## src/hw/rtl/isl_pkg.sv

```systemverilog
// Package with the types and codes shared by the indexed sequential list block.
`default_nettype none

package isl_pkg;

  // Request opcodes.
  typedef enum logic [1:0] {
    OP_GET    = 2'd0,
    OP_LOCATE = 2'd1,
    OP_INSERT = 2'd2,
    OP_DELETE = 2'd3
  } op_t;

  // Result status codes.
  typedef enum logic [1:0] {
    ST_OK        = 2'd0,
    ST_BAD_INDEX = 2'd1,
    ST_FULL      = 2'd2,
    ST_NOT_FOUND = 2'd3
  } status_t;

  // One request transaction.
  typedef struct packed {
    op_t                opcode;
    logic [4:0]         position;
    logic signed [31:0] value_in;
  } in_item_t;

  // One result transaction.
  typedef struct packed {
    status_t            status;
    logic signed [31:0] value_out;
    logic [3:0]         found_index;
    logic [4:0]         entry_count;
  } out_item_t;

  // Controller states.
  typedef enum logic [1:0] {
    S_IDLE   = 2'd0,
    S_EXEC   = 2'd1,
    S_FINISH = 2'd2
  } state_t;

  // Commands from the controller to the datapath.
  typedef struct packed {
    logic capture;
    logic exec;
    logic finish;
  } isl_cmd_t;

  // Status from the datapath to the controller.
  typedef struct packed {
    logic out_free;
  } isl_stat_t;

endpackage

`default_nettype wire

```

## src/hw/rtl/indexed_sequential_list.sv

```systemverilog
// An accepted transaction is captured, then executed, then reported through the output register.
// While results are taken promptly, the next request is accepted in the cycle that reports
// the previous one; the execute step (shift and compare in all cells) comes between the two.
// Reset empties the list and clears the output valid flag.
`default_nettype none

module indexed_sequential_list #(
  parameter int CAPACITY   = 16,
  parameter int DATA_WIDTH = 32
) (
  input  wire logic               clk,
  input  wire logic               rst_n,
  input  wire logic               in_valid,
  output logic                    in_stall,
  input  wire isl_pkg::in_item_t  in_data,
  output logic                    out_valid,
  input  wire logic               out_stall,
  output isl_pkg::out_item_t      out_data
);

  isl_pkg::isl_cmd_t  cmd;
  isl_pkg::isl_stat_t stat;

  // Sequencer.
  isl_ctrl u_ctrl (
    .clk      (clk),
    .rst_n    (rst_n),
    .in_valid (in_valid),
    .in_stall (in_stall),
    .cmd      (cmd),
    .stat     (stat)
  );

  // List storage and result formation.
  isl_datapath #(
    .CAPACITY   (CAPACITY),
    .DATA_WIDTH (DATA_WIDTH)
  ) u_datapath (
    .clk       (clk),
    .rst_n     (rst_n),
    .cmd       (cmd),
    .stat      (stat),
    .in_data   (in_data),
    .out_valid (out_valid),
    .out_stall (out_stall),
    .out_data  (out_data)
  );

endmodule

`default_nettype wire

```

## src/hw/rtl/isl_ctrl.sv

```systemverilog
// Controller state machine that sequences capture, execution and reporting.
`default_nettype none

module isl_ctrl (
  input  wire logic               clk,
  input  wire logic               rst_n,
  input  wire logic               in_valid,
  output logic                    in_stall,
  output isl_pkg::isl_cmd_t       cmd,
  input  wire isl_pkg::isl_stat_t stat
);

  isl_pkg::state_t state_r;
  isl_pkg::state_t state_nxt;

  // State register.
  always_ff @(posedge clk) begin
    if (!rst_n) begin
      state_r <= isl_pkg::S_IDLE;
    end else begin
      state_r <= state_nxt;
    end
  end

  // Next state and commands. A new transaction may enter in the cycle that
  // reports the previous one, once the output register can take that result.
  always_comb begin
    state_nxt   = state_r;
    in_stall    = 1'b1;
    cmd.capture = 1'b0;
    cmd.exec    = 1'b0;
    cmd.finish  = 1'b0;
    case (state_r)
      isl_pkg::S_IDLE: begin
        in_stall = 1'b0;
        if (in_valid) begin
          cmd.capture = 1'b1;
          state_nxt   = isl_pkg::S_EXEC;
        end
      end
      isl_pkg::S_EXEC: begin
        cmd.exec  = 1'b1;
        state_nxt = isl_pkg::S_FINISH;
      end
      isl_pkg::S_FINISH: begin
        if (stat.out_free) begin
          cmd.finish = 1'b1;
          in_stall   = 1'b0;
          if (in_valid) begin
            cmd.capture = 1'b1;
            state_nxt   = isl_pkg::S_EXEC;
          end else begin
            state_nxt = isl_pkg::S_IDLE;
          end
        end
      end
      default: begin
        state_nxt = isl_pkg::S_IDLE;
      end
    endcase
  end

endmodule

`default_nettype wire

```

## src/hw/rtl/isl_datapath.sv

```systemverilog
// Datapath: entry cells, count, request and result registers, output register.
`default_nettype none

module isl_datapath #(
  parameter int CAPACITY   = 16,
  parameter int DATA_WIDTH = 32
) (
  input  wire logic                clk,
  input  wire logic                rst_n,
  input  wire isl_pkg::isl_cmd_t   cmd,
  output isl_pkg::isl_stat_t       stat,
  input  wire isl_pkg::in_item_t   in_data,
  output logic                     out_valid,
  input  wire logic                out_stall,
  output isl_pkg::out_item_t       out_data
);

  localparam int CW   = $clog2(CAPACITY + 1);
  localparam int IW   = $clog2(CAPACITY);
  localparam int CMPW = (CW > 5) ? CW : 5;

  isl_pkg::in_item_t       req_r;
  logic [DATA_WIDTH-1:0]   entries_r   [CAPACITY];
  logic [DATA_WIDTH-1:0]   entries_nxt [CAPACITY];
  logic [CW-1:0]           count_r;
  logic [CW-1:0]           count_nxt;
  logic [CAPACITY-1:0]     match_r;
  isl_pkg::status_t        res_status_r;
  isl_pkg::status_t        res_status_nxt;
  logic [DATA_WIDTH-1:0]   res_value_r;
  logic [DATA_WIDTH-1:0]   res_value_nxt;
  logic                    out_valid_r;
  isl_pkg::out_item_t      out_data_r;

  logic [CMPW-1:0]         pos_ext;
  logic [CMPW-1:0]         cnt_ext;
  logic [IW-1:0]           pos_idx;
  logic [DATA_WIDTH-1:0]   val_st;
  logic                    ins_ok;
  logic                    del_ok;
  logic [IW-1:0]           hit_idx;
  isl_pkg::out_item_t      result;

  assign pos_ext = CMPW'(req_r.position);
  assign cnt_ext = CMPW'(count_r);
  assign pos_idx = pos_ext[IW-1:0];
  assign val_st  = DATA_WIDTH'($unsigned(req_r.value_in));

  // Request register, loaded when a transaction is accepted.
  always_ff @(posedge clk) begin
    if (cmd.capture) begin
      req_r <= in_data;
    end
  end

  // Decode the operation and its result against the current count.
  always_comb begin
    res_status_nxt = isl_pkg::ST_OK;
    res_value_nxt  = '0;
    count_nxt      = count_r;
    ins_ok         = 1'b0;
    del_ok         = 1'b0;
    case (req_r.opcode)
      isl_pkg::OP_GET: begin
        if (pos_ext >= cnt_ext) begin
          res_status_nxt = isl_pkg::ST_BAD_INDEX;
        end else begin
          res_value_nxt = entries_r[pos_idx];
        end
      end
      isl_pkg::OP_LOCATE: begin
        res_status_nxt = isl_pkg::ST_OK;
      end
      isl_pkg::OP_INSERT: begin
        if (pos_ext > cnt_ext) begin
          res_status_nxt = isl_pkg::ST_BAD_INDEX;
        end else if (count_r == CW'(CAPACITY)) begin
          res_status_nxt = isl_pkg::ST_FULL;
        end else begin
          ins_ok    = 1'b1;
          count_nxt = count_r + 1'b1;
        end
      end
      isl_pkg::OP_DELETE: begin
        if (pos_ext >= cnt_ext) begin
          res_status_nxt = isl_pkg::ST_BAD_INDEX;
        end else begin
          del_ok        = 1'b1;
          res_value_nxt = entries_r[pos_idx];
          count_nxt     = count_r - 1'b1;
        end
      end
      default: begin
        res_status_nxt = isl_pkg::ST_BAD_INDEX;
      end
    endcase
  end

  // Each cell picks its own next value: hold, shift up, shift down, load or clear.
  always_comb begin
    for (int i = 0; i < CAPACITY; i++) begin
      entries_nxt[i] = entries_r[i];
      if (ins_ok) begin
        if (CMPW'(i) == pos_ext) begin
          entries_nxt[i] = val_st;
        end else if (CMPW'(i) > pos_ext && CMPW'(i) <= cnt_ext) begin
          entries_nxt[i] = entries_r[(i == 0) ? 0 : i - 1];
        end
      end else if (del_ok) begin
        if (CMPW'(i) >= pos_ext) begin
          if (CMPW'(i + 1) < cnt_ext) begin
            entries_nxt[i] = entries_r[(i == CAPACITY - 1) ? i : i + 1];
          end else if (CMPW'(i + 1) == cnt_ext) begin
            entries_nxt[i] = '0;
          end
        end
      end
    end
  end

  // Execution step: update the cells and count, compare all cells in parallel.
  always_ff @(posedge clk) begin
    if (!rst_n) begin
      count_r <= '0;
    end else if (cmd.exec) begin
      count_r <= count_nxt;
    end
  end

  always_ff @(posedge clk) begin
    if (cmd.exec) begin
      for (int i = 0; i < CAPACITY; i++) begin
        entries_r[i] <= entries_nxt[i];
        match_r[i]   <= (CMPW'(i) < cnt_ext) && (entries_r[i] == val_st);
      end
      res_status_r <= res_status_nxt;
      res_value_r  <= res_value_nxt;
    end
  end

  // Lowest matching cell.
  always_comb begin
    hit_idx = '0;
    for (int i = CAPACITY - 1; i >= 0; i--) begin
      if (match_r[i]) begin
        hit_idx = IW'(i);
      end
    end
  end

  // Assemble the result transaction.
  always_comb begin
    result.status      = res_status_r;
    result.value_out   = 32'(res_value_r);
    result.found_index = '0;
    result.entry_count = 5'(count_r);
    if (req_r.opcode == isl_pkg::OP_LOCATE) begin
      if (|match_r) begin
        result.status      = isl_pkg::ST_OK;
        result.found_index = 4'(hit_idx);
      end else begin
        result.status = isl_pkg::ST_NOT_FOUND;
      end
    end
  end

  // Output register decouples the result from the downstream stall.
  always_ff @(posedge clk) begin
    if (!rst_n) begin
      out_valid_r <= 1'b0;
    end else if (cmd.finish) begin
      out_valid_r <= 1'b1;
    end else if (!out_stall) begin
      out_valid_r <= 1'b0;
    end
  end

  always_ff @(posedge clk) begin
    if (cmd.finish) begin
      out_data_r <= result;
    end
  end

  assign stat.out_free = !out_valid_r || !out_stall;
  assign out_valid     = out_valid_r;
  assign out_data      = out_data_r;

  // The count never exceeds the capacity.
  a_count_bound : assert property (@(posedge clk) disable iff (!rst_n)
    count_r <= CW'(CAPACITY))
    else $error("entry count exceeds capacity");

  // A result is only loaded when the output register can take it.
  a_finish_free : assert property (@(posedge clk) disable iff (!rst_n)
    cmd.finish |-> (!out_valid_r || !out_stall))
    else $error("result loaded over a pending transaction");

  // One operation changes the count by at most one.
  a_count_step : assert property (@(posedge clk) disable iff (!rst_n)
    ##1 (count_r == $past(count_r) || count_r == $past(count_r) + 1'b1 ||
         count_r == $past(count_r) - 1'b1))
    else $error("entry count moved by more than one");

  // The count only changes in the execution step.
  a_count_exec : assert property (@(posedge clk) disable iff (!rst_n)
    !cmd.exec |=> $stable(count_r))
    else $error("entry count changed outside execution");

endmodule

`default_nettype wire

```

## config.mk

```make
export PLATFORM = sky130hd
export DESIGN_NAME = indexed_sequential_list
export DESIGN_NICKNAME = d
export VERILOG_FILES = /design/src/hw/rtl/isl_pkg.sv /design/src/hw/rtl/indexed_sequential_list.sv /design/src/hw/rtl/isl_ctrl.sv /design/src/hw/rtl/isl_datapath.sv
export SDC_FILE = /design/constraint.sdc
export NUM_CORES = 2
export LEC_CHECK = 0
export ABC_AREA = 1
export BUFFER_PORTS_ARGS = -buffer_cell sky130_fd_sc_hd__buf_4
export CAP_MARGIN = 20
export CORE_MARGIN = 4
export CORE_UTILIZATION = 50
export DETAILED_ROUTE_END_ITERATION = 8
export GPL_ROUTABILITY_DRIVEN = 0
export MAX_ROUTING_LAYER = met4
export PLACE_DENSITY_LB_ADDON = 0.08
export SKIP_CTS_REPAIR_TIMING = 1
export SYNTH_ARGS = -nofsm -noshare
export SYNTH_HDL_FRONTEND = slang
export SYNTH_SLANG_ARGS = --single-unit
export TNS_END_PERCENT = 30
```

## constraint.sdc

```tcl
create_clock -name clk -period 12.9 [get_ports clk]
set_input_delay 3.225 -clock clk [delete_from_list [all_inputs] [get_ports clk]]
set_output_delay 3.225 -clock clk [all_outputs]
set_load 0.01 [all_outputs]
```

==> flow_summary.yaml <==
run_status:
  status: "finished, final reports clean"
global_route:
  grt_pass1_wl_mm: 263
  first_global_vias: 37000
  busiest_layer: "met2"
  grtUsageTotal_pct: 41.0
  grt_max_degree: 265
  use_met3_pct: 8.22
  met2_usage_pct: 58.9
  antenna_found_initial: 3
  grtUsageMet1_pct: 52.0
  grt_overflow_total: 0
cts:
  cts_num_sinks: 652
  cts_made_buffers: 78
  cts_tree: "built"
  clk_latency_ns: 0.64
  cts.clk_slew.worst_paths_ns: 0.06
  cts_max_level: 3
  root_buffer: "clkbuf_16"
  clockBufferDepth: 3
sta:
  slew_headroom_pct: 18.4
  fmax_ghz: 0.143
  setup_viol: 0
  post-route-period-util_pct: 54.2
  hold_viol: 0
  final.setup.worst_slack_ns: 5.91
  tightest_slew_ns: 1.22
  rsz0062_at_grt: "false"
  min_period_ns: 6.99
  fin_skew_ns: 0.0236
  final_max_slew_viol_count: 0
  fin_tns_setup_ns: 0
drt:
  wire_per_inst_um: 29.1
  routed_wl_mm: 186
  viasPerCell: 6.58
  ant_nets: 0
  route.detailed.drc: 0
  vias: 42000
  drt-initial-drc-count: 7525
  drt-pass1-iter-count: 8
pwr:
  p_leak_nw: 16.8
  peakVddDrop_v: 0.000109
  power_density_nw_per_um2: 111
placement:
  pre_cts_ws_ns: 5.90
  portBuffers: 87
  place_area_um2: 43900
  post-dp-hpwl_mm: 131
synth:
  syn_area_um2: 42600
  yosysSeqAreaShare_pct: 45.8
  ys_seq_elements: 652
  async_flop_share_pct: 0
  ys.flop_type: "edfxtp_1"
  synth.distinct_cells: 42
  synth_edf_count: 644
  synth_fp_nets: 5437
  syn_inst: 5381
  syn_avg_cell_area_um2: 7.92
  yosys_warnings: 0
setup_path:
  max_stage_delay_ns: 0.14
  cp-start-kind: "primary input"
  path_buf_inv: 3
  crit_required_ns: 9.68
  critPathKind: "primary input to output port"
  path_cells: "buf_4 -> nand2_1 -> inv_1 -> nand2_1 -> nand2_1 -> buf_4"
  crit_fanout: 3
  crit_top_cell: "nand2_1"
  cp-startpoint: "out_stall"
  arrival_ns: 3.77
  crit_family: "buffers and inverters"
  r2r_start: "u_datapath.cnt_ext[2]"
  end_kind: "output port"
  crit_slowest_cell: "buf_4"
layout:
  most-common-layout-cells: "1,064 x o21ai_0, 1,046 x nand2_1, 644 x edfxtp_1"
  design_area_um2: 46400
  multi_input_comb_area_um2: 19600
  final_util_pct: 55.2
  drive_above_1_share_pct: 7.55
  mostFrequentLayoutCell: "o21ai_0"
  n_fill_cell: 8030
  nets: 5247
  area_delta_synth_final_pct: 8.89
  regArea_um2: 19500
floorplanning:
  dieHeight_um: 300
  fp.dieW_um: 300
  placementRows: 106
  core_um2: 84100
  io_pins: 88
  start_util_pct: 50.7
  die_area_um2: 90000
worst_hold_path:
  min-delay-start: "u_datapath.res_value_r[14]"
  hp-class: "flop to flop"
job:
  cap_viol_max_count: 0
## synthesized netlist by cell type (63+ instances only)
cell type / number / share of area [%]
a21oi_1: 156 / 1.8
buf_1: 78 / 0.69
buf_2: 87 / 1.0
clkbuf_1: 308 / 2.7
edfxtp_1: 644 / 45
inv_1: 438 / 3.9
nand2_1: 1051 / 9.3
nand3_1: 551 / 6.5
nand4_1: 63 / 0.93
nor2_1: 173 / 1.5
o211ai_1: 98 / 1.7
o21ai_0: 1064 / 12
o22ai_1: 177 / 2.6
xnor2_1: 131 / 2.7
xor2_1: 82 / 1.7
## per-stage QoR
stage,power (mW),hold WS (ns),cells
6_report,5.15,0.415,6383
5_1_grt,5.28,0.423,6383
4_1_cts,5.13,0.415,6380
3_5_place_dp,2.96,0.405,6244
3_3_place_gp,2.95,0.401,6242
2_1_floorplan,2.73,0.400,5381
## power by group
part           leakage [nW]  internal, mW  total, mW  switching [mW]
Clock                  1.19          1.26       2.20           0.942
Sequential             6.05          2.34       2.35          0.0101
Combinational          9.58         0.141      0.599           0.458
Total                  16.8          3.74       5.15            1.41
## worst paths after layout
kind                                 end  slack (ns)  depth (start not counted)
max                             in_stall        5.91                          6
min              u_datapath.out_data[23]        0.42                          0
max reg2reg  u_datapath.entries_r[2][28]        7.22                         12
min reg2reg      u_datapath.out_data[23]        0.42                          0
## cells by family after synthesis
group | after synthesis | synth area share, %
fa+ha+maj | 13 | 0.382
xor+xnor | 213 | 4.38
simple gates | 1930 | 19.6
compound gates | 1625 | 21.2
buf+inv | 948 | 8.73
flops | 652 | 45.8
## per-layer routing
metal | up-vias | share of wire, %
met5 | - | 0
met4 | 0 | 8.8
met3 | 621 | 12
met2 | 3309 | 42
met1 | 19500 | 36
li1 | 18500 | -
## sequential cells by signal, summed over array words and instances (netlist names)
name                     count
u_datapath.out_data         43
u_datapath.res_value_r      32
u_datapath.res_status_r      2
u_datapath.val_st           32
u_datapath.cnt_ext           5
u_ctrl.state_r               2
u_datapath.match_r          16
u_datapath.entries_r       512
u_datapath.req_r             2
u_datapath.out_valid         1
u_datapath.pos_ext           5
## final cells by class
type	instances	area share, %
Sequential cell	652	42.0
Tap cell	1134	3.06
Clock inverter	44	0.828
Clock buffer	92	4.46
Multi-Input combinational cell	3781	42.3
Timing Repair Buffer	213	3.55
Antenna cell	2	0.0108
Inverter	465	3.76
No activity file was read; power rests on OpenSTA's default activity.
